==> config.mk <==
export PLATFORM = sky130hd
export DESIGN_NAME = uri_path_percent_encoder
export DESIGN_NICKNAME = d
export VERILOG_FILES = /design/src/upe_pkg.sv /design/src/uri_path_percent_encoder.sv /design/src/upe_encoder.sv
export SDC_FILE = /design/constraint.sdc
export NUM_CORES = 1
export LEC_CHECK = 0
export ABC_AREA = 0
export BUFFER_PORTS_ARGS = -buffer_cell sky130_fd_sc_hd__buf_4
export CAP_MARGIN = 20
export CORE_MARGIN = 3
export CORE_UTILIZATION = 60
export DETAILED_ROUTE_END_ITERATION = 10
export PLACE_DENSITY = 0.85
export SYNTH_ARGS = -nofsm -noshare
export SYNTH_HDL_FRONTEND = slang
export SYNTH_SLANG_ARGS = --single-unit
export TNS_END_PERCENT = 20
==> constraint.sdc <==
create_clock -name clock -period 8.21 [get_ports clock]
set_input_delay 0.4105 -clock clock [delete_from_list [all_inputs] [get_ports clock]]
set_output_delay 0.4105 -clock clock [all_outputs]
set_load 0.03 [all_outputs]
==> src/upe_pkg.sv <==
// Shared types, constants and character-class functions for the URI path percent-encoder.
`timescale 1ns / 1ps

package upe_pkg;

   // Configuration register indexes
   localparam int unsigned CSR_INDEX_WIDTH   = 8;
   localparam logic [CSR_INDEX_WIDTH-1:0] CSR_DOUBLE_ENCODE = 8'd0;
   localparam logic [CSR_INDEX_WIDTH-1:0] CSR_LEGACY_MODE   = 8'd1;

   // Output bytes per input byte: 1, 3 or 5
   localparam int unsigned BEAT_COUNT_WIDTH = 3;
   localparam logic [BEAT_COUNT_WIDTH-1:0] LEN_PLAIN   = 3'd1;
   localparam logic [BEAT_COUNT_WIDTH-1:0] LEN_ESCAPE  = 3'd3;
   localparam logic [BEAT_COUNT_WIDTH-1:0] LEN_DOUBLE  = 3'd5;

   // ASCII characters used in escapes
   localparam logic [7:0] CHAR_PERCENT = 8'h25;
   localparam logic [7:0] CHAR_TWO     = 8'h32;
   localparam logic [7:0] CHAR_FIVE    = 8'h35;

   // One output byte with its end-of-item flag
   typedef struct packed {
      logic [7:0] data;
      logic       last;
   } upe_beat_type;

   // Uppercase hexadecimal digit for a nibble
   function automatic logic [7:0] hex_digit(input logic [3:0] nibble);
      logic [7:0] digit;
      if (nibble < 4'd10) begin
         digit = 8'h30 + {4'd0, nibble};
      end else begin
         digit = 8'h37 + {4'd0, nibble};
      end
      return digit;
   endfunction

   // Letters, digits and - _ . ~ / always pass unchanged
   function automatic logic is_unreserved(input logic [7:0] b);
      logic hit;
      hit = ((b >= 8'h41) && (b <= 8'h5A)) || ((b >= 8'h61) && (b <= 8'h7A)) ||
            ((b >= 8'h30) && (b <= 8'h39)) ||
            (b == 8'h2D) || (b == 8'h5F) || (b == 8'h2E) || (b == 8'h7E) || (b == 8'h2F);
      return hit;
   endfunction

   // Sub-delimiters $ & , : ; = @ pass only in legacy mode with double encoding off
   function automatic logic is_sub_delim(input logic [7:0] b);
      logic hit;
      hit = (b == 8'h24) || (b == 8'h26) || (b == 8'h2C) || (b == 8'h3A) ||
            (b == 8'h3B) || (b == 8'h3D) || (b == 8'h40);
      return hit;
   endfunction

endpackage

==> src/uri_path_percent_encoder.sv <==
// Top level of the URI path percent-encoder: input holding register, encoder and output register.
//
//   Channel  Direction  Payload
//   req_     in         tdata = in_byte[7:0], tlast = path_end_in
//   rsp_     out        tdata = out_byte[7:0], tuser = last_of_item, tlast = path_end_out
//   csr_     in         index 0 = double_encode, index 1 = legacy_mode, data[0]
//
// Bytes that pass unchanged stream at one per cycle while rsp_tready stays high.
// An escaped byte occupies the holding register while its 3 or 5 output bytes go out one at a time,
// and req_tready stays low until its final output byte moves into the output register.
// A stall on rsp_tready freezes the output register and, through it, the holding register.
// Reset empties both registers and sets double_encode to 1 and legacy_mode to 0.
`timescale 1ns / 1ps

module uri_path_percent_encoder (
   input  logic                                clock,
   input  logic                                reset,
   // Input byte stream
   input  logic                                req_tvalid,
   output logic                                req_tready,
   input  logic [7:0]                          req_tdata,   // [7:0] in_byte
   input  logic                                req_tlast,   // path_end_in
   // Encoded byte stream
   output logic                                rsp_tvalid,
   input  logic                                rsp_tready,
   output logic [7:0]                          rsp_tdata,   // [7:0] out_byte
   output logic                                rsp_tuser,   // [0] last_of_item
   output logic                                rsp_tlast,   // path_end_out
   // Configuration writes
   input  logic                                csr_valid,
   output logic                                csr_ready,
   input  logic [upe_pkg::CSR_INDEX_WIDTH-1:0] csr_index,
   input  logic                                csr_data
);
   import upe_pkg::*;

   logic                        double_encode_ff;
   logic                        legacy_mode_ff;
   logic                        hold_valid_ff;
   logic [7:0]                  hold_byte_ff;
   logic                        hold_end_ff;
   logic [BEAT_COUNT_WIDTH-1:0] position_ff;
   logic [BEAT_COUNT_WIDTH-1:0] position_in;
   logic                        rsp_valid_ff;
   logic [7:0]                  rsp_byte_ff;
   logic                        rsp_last_ff;
   logic                        rsp_end_ff;
   upe_beat_type                beat;
   logic                        advance;
   logic                        req_accept;

   upe_encoder u_encoder (
      .in_byte       (hold_byte_ff),
      .double_encode (double_encode_ff),
      .legacy_mode   (legacy_mode_ff),
      .position      (position_ff),
      .beat          (beat)
   );

   // An output byte moves on when one is held and the output register is free.
   assign advance     = hold_valid_ff && (!rsp_valid_ff || rsp_tready);
   assign req_tready  = !hold_valid_ff || (advance && beat.last);
   assign req_accept  = req_tvalid && req_tready;
   assign position_in = beat.last ? '0 : position_ff + 1'b1;
   assign csr_ready   = 1'b1;

   // Control state and configuration registers.
   always_ff @(posedge clock) begin
      if (reset) begin
         double_encode_ff <= 1'b1;
         legacy_mode_ff   <= 1'b0;
         hold_valid_ff    <= 1'b0;
         position_ff      <= '0;
         rsp_valid_ff     <= 1'b0;
      end else begin
         if (csr_valid) begin
            if (csr_index == CSR_DOUBLE_ENCODE) begin
               double_encode_ff <= csr_data;
            end else if (csr_index == CSR_LEGACY_MODE) begin
               legacy_mode_ff <= csr_data;
            end
         end
         if (req_accept) begin
            hold_valid_ff <= 1'b1;
         end else if (advance && beat.last) begin
            hold_valid_ff <= 1'b0;
         end
         if (advance) begin
            position_ff  <= position_in;
            rsp_valid_ff <= 1'b1;
         end else if (rsp_tready) begin
            rsp_valid_ff <= 1'b0;
         end
      end
   end

   // Payload of the holding and output registers.
   always_ff @(posedge clock) begin
      if (req_accept) begin
         hold_byte_ff <= req_tdata;
         hold_end_ff  <= req_tlast;
      end
      if (advance) begin
         rsp_byte_ff <= beat.data;
         rsp_last_ff <= beat.last;
         rsp_end_ff  <= beat.last && hold_end_ff;
      end
   end

   assign rsp_tvalid = rsp_valid_ff;
   assign rsp_tdata  = rsp_byte_ff;
   assign rsp_tuser  = rsp_last_ff;
   assign rsp_tlast  = rsp_end_ff;

endmodule

==> src/upe_encoder.sv <==
// Combinational encoder: classes one byte and selects the output byte at a given position.
`timescale 1ns / 1ps

module upe_encoder (
   input  logic [7:0]                            in_byte,
   input  logic                                  double_encode,
   input  logic                                  legacy_mode,
   input  logic [upe_pkg::BEAT_COUNT_WIDTH-1:0]  position,
   output upe_pkg::upe_beat_type                 beat
);
   import upe_pkg::*;

   logic                        plain;
   logic                        sub_delim;
   logic [BEAT_COUNT_WIDTH-1:0] length;
   logic [7:0]                  hex_hi;
   logic [7:0]                  hex_lo;

   assign plain     = is_unreserved(in_byte);
   assign sub_delim = is_sub_delim(in_byte);
   assign hex_hi    = hex_digit(in_byte[7:4]);
   assign hex_lo    = hex_digit(in_byte[3:0]);

   // Length of the encoded form. In double mode a byte escaped by the legacy
   // pass gets its percent sign escaped again, and a sub-delimiter is escaped
   // once by the strict pass.
   always_comb begin
      if (plain) begin
         length = LEN_PLAIN;
      end else if (sub_delim) begin
         length = (legacy_mode && !double_encode) ? LEN_PLAIN : LEN_ESCAPE;
      end else begin
         length = double_encode ? LEN_DOUBLE : LEN_ESCAPE;
      end
   end

   // Pick the byte at the current position of "b", "%XX" or "%25XX".
   always_comb begin
      unique case (position)
         3'd0: beat.data = (length == LEN_PLAIN) ? in_byte : CHAR_PERCENT;
         3'd1: beat.data = (length == LEN_DOUBLE) ? CHAR_TWO : hex_hi;
         3'd2: beat.data = (length == LEN_DOUBLE) ? CHAR_FIVE : hex_lo;
         3'd3: beat.data = hex_hi;
         default: beat.data = hex_lo;
      endcase
      beat.last = (position == (length - LEN_PLAIN));
   end

endmodule

Yosys cells after proc, flatten, opt, wreduce, memory -nomap -nowiden
Cells that the tools add are included.
{"block": "totals", "ff_bits": 26, "inputBits": 23, "output_inout_bits": 13}
{"block": "classes", "n_addsub": 6, "order_cmp": 8, "n_eq_ne": 19, "n_mux": 15, "bitwise": 1, "reduce_logical": 32}
{"cell": "$eq A8 B6 Y1 const B", "n": 9}
{"cell": "$mux W8", "n": 5}
{"cell": "$pmux W8 S4", "n": 1}
{"cell": "$add A6 B4 Y7 const A", "n": 4}
{"cell": "$eq A8 B7 Y1 const B", "n": 3}
{"cell": "$ge A8 B7 Y1 const B", "n": 2}
{"cell": "$le A8 B7 Y1 const B", "n": 2}
{"cell": "$logic_or A1 B1 Y1", "n": 15}
{"cell": "$mux W3", "n": 4}
{"cell": "$eq A8 B1 Y1 const B", "n": 1}
{"cell": "$ge A8 B6 Y1 const B", "n": 1}
{"cell": "$le A8 B6 Y1 const B", "n": 1}
{"cell": "$logic_and A1 B1 Y1", "n": 8}
{"cell": "$logic_not A8 Y1", "n": 1}
{"cell": "$lt A4 B4 Y1 const B", "n": 2}
{"cell": "$eq A3 B1 Y1 const B", "n": 2}
{"cell": "$eq A3 B2 Y1 const B", "n": 2}
{"cell": "$mux W1", "n": 4}
{"cell": "$reduce_bool A2 Y1", "n": 2}
{"cell": "$add A3 B1 Y3 const B", "n": 1}
{"cell": "$eq A3 B3 Y1", "n": 1}
{"cell": "$eq A3 B3 Y1 const B", "n": 1}
{"cell": "$logic_not A1 Y1", "n": 3}
{"cell": "$logic_not A3 Y1", "n": 1}
{"cell": "5 further kinds", "n": 5}

Longest topological paths before layout
Gate-level depths: netlist of run 1.
{"block": "depth", "depth_word": 16, "depth_mapped": 10}

Hierarchy
From an unflattened synthesis of run 1, not the netlist that was laid out.
{"block": "hier_totals", "hier_cells": 190, "area_unflattened_um2": 1853.0}
{"module": "uri_path_percent_encoder", "instances": 1, "cells_each": 64, "area_each_um2": 932.1}
{"module": "upe_encoder", "instances": 1, "cells_each": 126, "area_each_um2": 920.9}

Worst setup path before layout of run 1
Ideal clock, no wire load.
{"block": "synth_timing", "kind": "register -> register", "start": "register hold_byte_ff[1]", "end": "register hold_byte_ff[0] (enable)", "arrival_ns": 2.958, "slack_ns": 4.875, "path_stages_with_launch": 10, "n_path_buf": 0, "cell_sequence": "edfxtp_1 > inv_1 > ha_1 > or4b_4 > a311oi_2 > a21oi_2 > nor4_4 > mux2i_1 > o21ai_1 > a21oi_1"}
{"block": "synth_via", "elab_chain_cells": 15, "word_cells_on_any_way": 41}
{"element": "from (decl)", "line": "uri_path_percent_encoder.sv:40", "rtl": "logic [7:0] hold_byte_ff;"}
{"element": "from (signal assigned)", "line": "uri_path_percent_encoder.sv:100", "rtl": "hold_byte_ff <= req_tdata;"}
{"element": "$ge A8 B7 Y1 / $le A8 B7 Y1 (equally long branches)", "line": "upe_pkg.sv:42", "rtl": "hit = ((b >= 8'h41) && (b <= 8'h5A)) || ((b >= 8'h61) && (b <= 8'h7A)) ||"}
{"element": "$logic_and A1 B1 Y1", "line": "upe_pkg.sv:42"}
{"element": "$logic_or A1 B1 Y1 (2 in a row)", "line": "upe_pkg.sv:42"}
{"element": "$logic_or A1 B1 Y1", "line": "upe_pkg.sv:43", "rtl": "((b >= 8'h30) && (b <= 8'h39)) ||"}
{"element": "$logic_or A1 B1 Y1 (4 in a row)", "line": "upe_pkg.sv:44", "rtl": "(b == 8'h2D) || (b == 8'h5F) || (b == 8'h2E) || (b == 8'h7E) || (b == 8'h2F);"}
{"element": "$mux W3 (*)", "line": "upe_encoder.sv:28", "rtl": "if (plain) begin"}
{"element": "$sub A3 B1 Y3 (*)", "line": "upe_encoder.sv:46", "rtl": "beat.last = (position == (length - LEN_PLAIN));"}
{"element": "$eq A3 B3 Y1 (*)", "line": "upe_encoder.sv:46"}
{"element": "$logic_and A1 B1 Y1 (*)", "line": "uri_path_percent_encoder.sv:62", "rtl": "assign req_tready = !hold_valid_ff || (advance && beat.last);"}
{"element": "$logic_or A1 B1 Y1 (*)", "line": "uri_path_percent_encoder.sv:62"}
{"element": "$logic_and A1 B1 Y1 (*)", "line": "uri_path_percent_encoder.sv:63", "rtl": "assign req_accept = req_tvalid && req_tready;"}
{"element": "net req_accept", "line": "uri_path_percent_encoder.sv:50", "rtl": "logic req_accept;"}
The timed path passes the listed nets; every way through them passes the cells marked *.
A chain may end at the register's enable or synchronous reset.

Final worst setup path of run 1
{"block": "layout_timing", "start": "register hold_byte_ff[1]", "end": "register hold_byte_ff[5] (enable)"}
Same word-level chain as after synthesis.

==> run metrics, run 1 <==
largest net degree at the start of global routing=22; pwr dens=156 nW/um^2; r2r startpoint=hold_byte_ff[1]; status=finished clean; nets=about 280; final number of setup-violating endpoints=0; final WL=roughly 4.4 mm; Ys Warns=0; DP Worst Slack=4.50 ns; Seq pwr share=49.5%; global-route wire length before repair=between 7 and 8 mm; IO Pins=36; final setup TNS=0 ns; area growth from synthesis to layout=16.1%; hold path startpoint=req_tlast; Post-CTS Setup Inserts=0; DRT Pass-1 Iters=4; Syn Inst Count=212; crit path time final=between 3 and 4 ns; htree depth=1; PostCTS Resize Cnt=0; GRT Util Overall=approximately 22%; ANT nets after route=0; die boundary width=62.3 microns; Die ar.=3880 sq um; # port buffers=34; Root Buffer Master=clkbuf_4; Worst Path Class, Setup=flop to flop; crit path capture type=flop; Async SR Flop Fraction=0%; CTS max path bufs=2; vias in the first global route=1606; Relative slew margins=48.4%; Pleak=about 0.9 nW; DRT iter0 DRCs=154; leading post-synthesis cells by cell area=edfxtp_1 30%, ha_1 9.9%, dfxtp_1 7.4%; Placement Rows=19; commonest non-fill, non-tap cell in the layout=buf_4; Power Internal=between 0.2 and 0.25 mW; RePlAce Congestion=0.955; number of antenna diodes=0; critical path launch point=hold_byte_ff[1]; CP Cell Sequence=inv_1 -> ha_1 -> or4b_4 -> a311oi_2 -> a21oi_2 -> nor4_4 -> mux2i_1 -> o21ai_1 -> a21oi_1; Primary FF master, synth=edfxtp_1; RSZ-0062 raised after global routing=false; Hold Path Class=input pin to flop; Yosys cell types=between 50 and 60; CP Launch Type=flop; flop and latch count out of synthesis=26; Req. time, crit path=8.18 ns; switching part of the total=around a third; post-synth top area share=30.0%; mean number of vias per cell=a little over 6; Initial Util=66.1%; Worst Tran Pin Value=0.774 ns; Arr. time, crit path=about 3.7 ns; commonest cells after routing, fill and taps aside=34 x buf_4, 24 x nand2_1, 19 x edfxtp_1; R2R Setup Slk=between 4 and 5 ns; CTS tree=done; sequential area share after synthesis=between 30% and 40%; max cap viols=0; Clock Pin Slew Worst Setup and Hold Paths=about 0.14 ns; Slew Limit Fails=0; Placeable Area=around 2900 sq um; worst-path fanout max=9; CTS hold repair buffers=0; number of synthesized flops with an enable pin=19; Mapped Nets=250; hpwl dp=between 3 and 4 mm; drt drc=0; Final Hold Viols=0; largest area contributor in the netlist=edfxtp_1; antenna violations before repair=0; layout cells sized above 1=between 15 and 20%; slowest CP cell=a21oi_1; die extent in y=a little over 60 microns; Gate power share=a little under a third; DR WL/cell=roughly 15 microns; crit path setup slack, layout=approximately 4.5 ns; # clock sinks=26; synthesized area per cell=8.97 sq um; mapped cell area=1900 sq um; Switch Pwr=0.115 mW; grt total ovfl=0; clk_lat worst skew=about 0.32 ns; Clk pwr share=19.0%; peak supply drop=around 0.00014 V; period utilization=45.6%; number of buffers inserted during clock tree synthesis=3; crit-path max cell delay=between 0.6 and 0.7 ns; f_max=267 MHz; Vias=around 1700; clock skew=between 0.007 and 0.008 ns
[cells by family after synthesis]
kind of cell    synth area share, %
compound gates                 18.0
xor+xnor                      0.461
fa+ha+maj                      9.87
buf+inv                        4.80
flops                          37.4
mux                            1.58
other cells                   0.395
simple gates                   27.6
[synth_stat cells, drive strengths merged, types with 4 or more instances]
cell type / instances
nor4bb: 4
nand2: 24
ha: 15
nor2b: 8
and2: 4
a21oi: 16
nor3: 6
or4: 4
nand4: 6
nor2: 14
inv: 14
nand3: 5
edfxtp: 19
o21ai: 12
dfxtp: 7
buf: 6
[metrics by stage]
stage	util, %	total power, mW	cell area [sq um]	hold WS (ns)	std cells
after floorplan	-	0.245	1900	0.459	212
after global placement	75.5	0.277	2170	0.481	280
after detailed placement	75.5	0.279	2170	0.493	280
after CTS	76.7	0.343	2210	0.254	284
after global routing	76.7	0.361	2210	0.235	284
final	76.7	0.344	2210	0.254	284
[layout make-up]
| type | count | area [sq um] |
|---|---|---|
| clock buffers | 4 | 36.3 |
| fillers | 208 | 669 |
| flip-flops and latches | 26 | 711 |
| repair buffers | 34 | 255 |
| multi-input cells | 164 | 1100 |
| inverters | 14 | 52.6 |
| well taps | 42 | 52.6 |
[final timing paths]
check	to	cells after the start
max reg2reg	hold_byte_ff[5]	9
max	hold_byte_ff[5]	9
min reg2reg	rsp_tvalid	2
min	hold_end_ff	1
[worst max-delay path: cells and delay by family, from the launching register on]
family	cells	cell delay, ns
multiplexers	1	0.37
flip-flops	1	0.55
buffers and inverters	1	0.20
AO/OA/AOI/OAI	4	1.18
adder cells (fa/ha/maj)	1	0.24
AND/OR/NAND/NOR	2	0.88
[power groups by stage]
stage	Clock (mW)	Sequential [mW]	Combinational (mW)
6_report	0.0654	0.170	0.108
5_1_grt	0.0716	0.172	0.117
4_1_cts	0.0660	0.170	0.107
3_5_place_dp	0	0.173	0.106
3_3_place_gp	0	0.172	0.104
2_1_floorplan	0	0.177	0.0681
[flip-flops by register name, indices dropped and copies added, names as in the netlist]
name,flops
position_ff,3
rsp_tuser,1
hold_byte_ff,8
legacy_mode_ff,1
rsp_tdata,8
double_encode_ff,1
hold_end_ff,1
rsp_tlast,1
rsp_tvalid,1
hold_valid_ff,1
[routing by layer]
layer  vias up  share of wire [%]  wire (microns)  track usage, %
met2        96                 48            2100            39.5
met5         -                  0               0               0
li1        840                  -               -               -
met1       790                 42            1850            27.6
met4         0                2.2              97            6.89
met3        13                7.7             336            4.32
Power figures use the tool's default switching activity.
==> run 2, diff against run 1 <==
--- a/config.mk
+++ b/config.mk
@@ -5,13 +5,13 @@
 export SDC_FILE = /design/constraint.sdc
 export NUM_CORES = 1
 export LEC_CHECK = 0
-export ABC_AREA = 0
+export ABC_AREA = 1
 export BUFFER_PORTS_ARGS = -buffer_cell sky130_fd_sc_hd__buf_4
 export CAP_MARGIN = 20
 export CORE_MARGIN = 3
-export CORE_UTILIZATION = 60
+export CORE_UTILIZATION = 51
 export DETAILED_ROUTE_END_ITERATION = 10
-export PLACE_DENSITY = 0.85
+export PLACE_DENSITY = 0.77
 export SYNTH_ARGS = -nofsm -noshare
 export SYNTH_HDL_FRONTEND = slang
 export SYNTH_SLANG_ARGS = --single-unit
==> constraint.sdc (replaced) <==
create_clock -name clock -period 3.4 [get_ports clock]
set_input_delay 0.17 -clock clock [delete_from_list [all_inputs] [get_ports clock]]
set_output_delay 0.17 -clock clock [all_outputs]
set_load 0.03 [all_outputs]
==> run metrics, run 2 <==
status=finished clean (unchanged); number of synthesized flops with an enable pin=19 (unchanged); mean number of vias per cell=5.30 (was 6.12); peak supply drop=0.000356 V (was 0.000136 V); largest net degree at the start of global routing=15 (was 22); flop and latch count out of synthesis=26 (unchanged); pwr dens=354 nW/um^2 (was 156 nW/um^2); Worst Path Class, Setup=flop to flop (unchanged); Primary FF master, synth=edfxtp_1 (unchanged); vias in the first global route=1777 (was 1606); final std cells w/o fill=352 (was 284); hpwl dp=3.41 mm (was 3.35 mm); Pleak=1.13 nW (was 0.906 nW); clock skew=0.00605 ns (was 0.00736 ns); number of antenna diodes=0 (unchanged); met1 wire length=1.85 mm (about the same); IO Pins=36 (unchanged); DR WL/cell=12.0 microns (was 15.4 microns); Async SR Flop Fraction=0% (unchanged); CTS hold repair buffers=0 (unchanged); sequential area share after synthesis=35.0% (was 37.4%); r2r endpoint=hold_byte_ff[4] (was hold_byte_ff[5]); ANT nets after route=0 (unchanged); CP Launch Type=flop (unchanged); max cap viols=0 (unchanged); Ys Warns=0 (unchanged); die extent in y=69.1 microns (was 62.3 microns); Die ar.=4770 sq um (was 3880 sq um); # clock sinks=26 (unchanged); Placeable Area=3740 sq um (was 2880 sq um); number of buffers inserted during clock tree synthesis=3 (unchanged); Post-CTS Setup Inserts=0 (unchanged); area growth from synthesis to layout=16.6% (was 16.1%); DRT iter0 DRCs=152 (was 154); commonest cells after routing, fill and taps aside=59 x nand2_1, 42 x inv_1, 34 x buf_4 (was 34 x buf_4, 24 x nand2_1, 19 x edfxtp_1); Worst Tran Pin Value=0.602 ns (was 0.774 ns); Post-Place Cells=348 (was 280); crit path capture type=flop (unchanged); Hold Path Class=input pin to flop (unchanged); mapped cell area=2030 sq um (was 1900 sq um); GRT Util Overall=18.2% (was 22.4%); Arr. time, crit path=2.62 ns (was 3.71 ns); antenna violations before repair=0 (unchanged); # port buffers=34 (unchanged); fillers=352 (was 208); R2R Setup Slk=0.70 ns (was 4.46 ns); CTS max path bufs=2 (unchanged); f_max=370 MHz (was 267 MHz); final WL=4.21 mm (was 4.38 mm); Clock Pin Slew Worst Setup and Hold Paths=0.08 ns (was 0.14 ns); Yosys cell types=35 (was 55); grt total ovfl=0 (unchanged); synthesized area per cell=7.52 sq um (was 8.97 sq um); Vias=1867 (was 1739); Relative slew margins=59.5% (was 48.4%); list of most frequent post-synthesis cells=59 x nand2_1, 42 x inv_1, 25 x nor2_1, 19 x edfxtp_1, 17 x nand3_1 (was 24 x nand2_1, 19 x edfxtp_1, 15 x ha_1); PostCTS Resize Cnt=0 (unchanged); CTS tree=done (unchanged); Root Buffer Master=clkbuf_8 (was clkbuf_4); post-synth top area share=28.1% (was 30.0%); global-route wire length before repair=7.45 mm (was 7.25 mm); final setup TNS=0 ns (unchanged); Mapped Nets=308 (was 250); period utilization=79.5% (was 45.6%); DRT Pass-1 Iters=4 (unchanged); Final Hold Viols=0 (unchanged); RSZ-0062 raised after global routing=false (unchanged); top-count cell post-synth=nand2_1 (unchanged); Placement Rows=22 (was 19); Initial Util=54.2% (was 66.1%); Req. time, crit path=3.32 ns (was 8.18 ns); final number of setup-violating endpoints=0 (unchanged); RePlAce Congestion=0.970 (was 0.955); R2R cell count=16 (was 9); met3 WL=282 microns (was 336 microns); Syn Inst Count=270 (was 212); metal2 WL=1.96 mm (was 2.10 mm); nets=343 (was 281); r2r startpoint=hold_byte_ff[5] (was hold_byte_ff[1]); layout cells sized above 1=22.7% (was 18.6%); commonest non-fill, non-tap cell in the layout=nand2_1 (was buf_4); crit path time final=2.70 ns (was 3.75 ns); leading post-synthesis cells by cell area=edfxtp_1 28%, nand2_1 11%, ha_1 9.2% (was edfxtp_1 30%, ha_1 9.9%, dfxtp_1 7.4%); Slew Limit Fails=0 (unchanged); worst-path fanout max=10 (was 9); drt drc=0 (unchanged); CP Capture Point=hold_byte_ff[4] (was hold_byte_ff[5]); die boundary width=69.1 microns (was 62.3 microns); critical path launch point=hold_byte_ff[5] (was hold_byte_ff[1]); clk_lat worst skew=0.27 ns (was 0.32 ns); largest area contributor in the netlist=edfxtp_1 (unchanged); htree depth=1 (unchanged); Highest Signal Layer=met4 (unchanged)
-- run 2: final cells by class --
| class | count | area [sq um] | area share (%) |
|---|---|---|---|
| clock buffers | 4 | 55.1 | 2.33 |
| inverters | 47 | 179 | 7.56 |
| multi-input cells | 193 | 1110 | 46.8 |
| flip-flops and latches | 26 | 711 | 30.0 |
| well taps | 48 | 60.1 | 2.54 |
| repair buffers | 34 | 255 | 10.8 |
-- run 2: logic make-up (layout without fill, tap and decap cells) --
kind of cell / count (synthesis) / after routing / synth area share, %
other cells: 2 / 2 / 0.370
simple gates: 133 / 133 / 32.2
compound gates: 41 / 41 / 11.8
buf+inv: 51 / 85 / 10.5
fa+ha+maj: 15 / 15 / 9.24
flops: 26 / 26 / 35.0
xor+xnor: 2 / 2 / 0.863
-- run 2: report_power, final --
part	switching (mW)	leakage (nW)	internal [mW]
combinational	0.157	0.861	0.0914
clock	0.0917	0.0288	0.103
sequential	0.0218	0.238	0.373
total	0.270	1.13	0.568
-- run 2: worst min path at each step --
stage / start / to / cells after the start
2_1_floorplan: reset / hold_valid_ff / 1
3_3_place_gp: req_tdata[5] / hold_byte_ff[5] / 1
3_5_place_dp: req_tdata[5] / hold_byte_ff[5] / 1
4_1_cts: req_tdata[5] / hold_byte_ff[5] / 1
5_1_grt: req_tdata[2] / hold_byte_ff[2] / 1
6_report: req_tdata[5] / hold_byte_ff[5] / 1
-- run 2: worst max-delay path, cell delays in order (launching register included) --
cell and delay [ns]:
edfxtp_1 0.53, inv_1 0.18, ha_1 0.19, inv_1 0.05
nor2_2 0.13, nand2_1 0.06, nand2_1 0.05, nand2_1 0.05
nand2_1 0.05, nand2_1 0.06, inv_2 0.08, nand3_4 0.13
nand2_2 0.09, inv_2 0.04, nor2_4 0.11, nand3_2 0.09
a21oi_2 0.43
-- run 2: metal layers --
metal | up-vias | GRT usage, %
met1 | 833 | 24.0
li1 | 945 | -
met5 | - | 0
met4 | 0 | 7.38
met3 | 13 | 3.50
met2 | 76 | 29.3
-- run 2: metrics by stage --
| stage | utilization (%) | cell area, sq um | power (mW) | setup WS, ns | hold WS, ns |
|---|---|---|---|---|---|
| floorplan | - | 2030 | 0.574 | 1.03 | 0.232 |
| global placement | 61.8 | 2310 | 0.647 | 0.703 | 0.348 |
| detailed placement | 61.8 | 2310 | 0.649 | 0.686 | 0.349 |
| CTS | 63.2 | 2370 | 0.843 | 0.673 | 0.0711 |
| global route | 63.2 | 2370 | 0.892 | 0.370 | 0.0601 |
| finish | 63.2 | 2370 | 0.838 | 0.698 | 0.0757 |
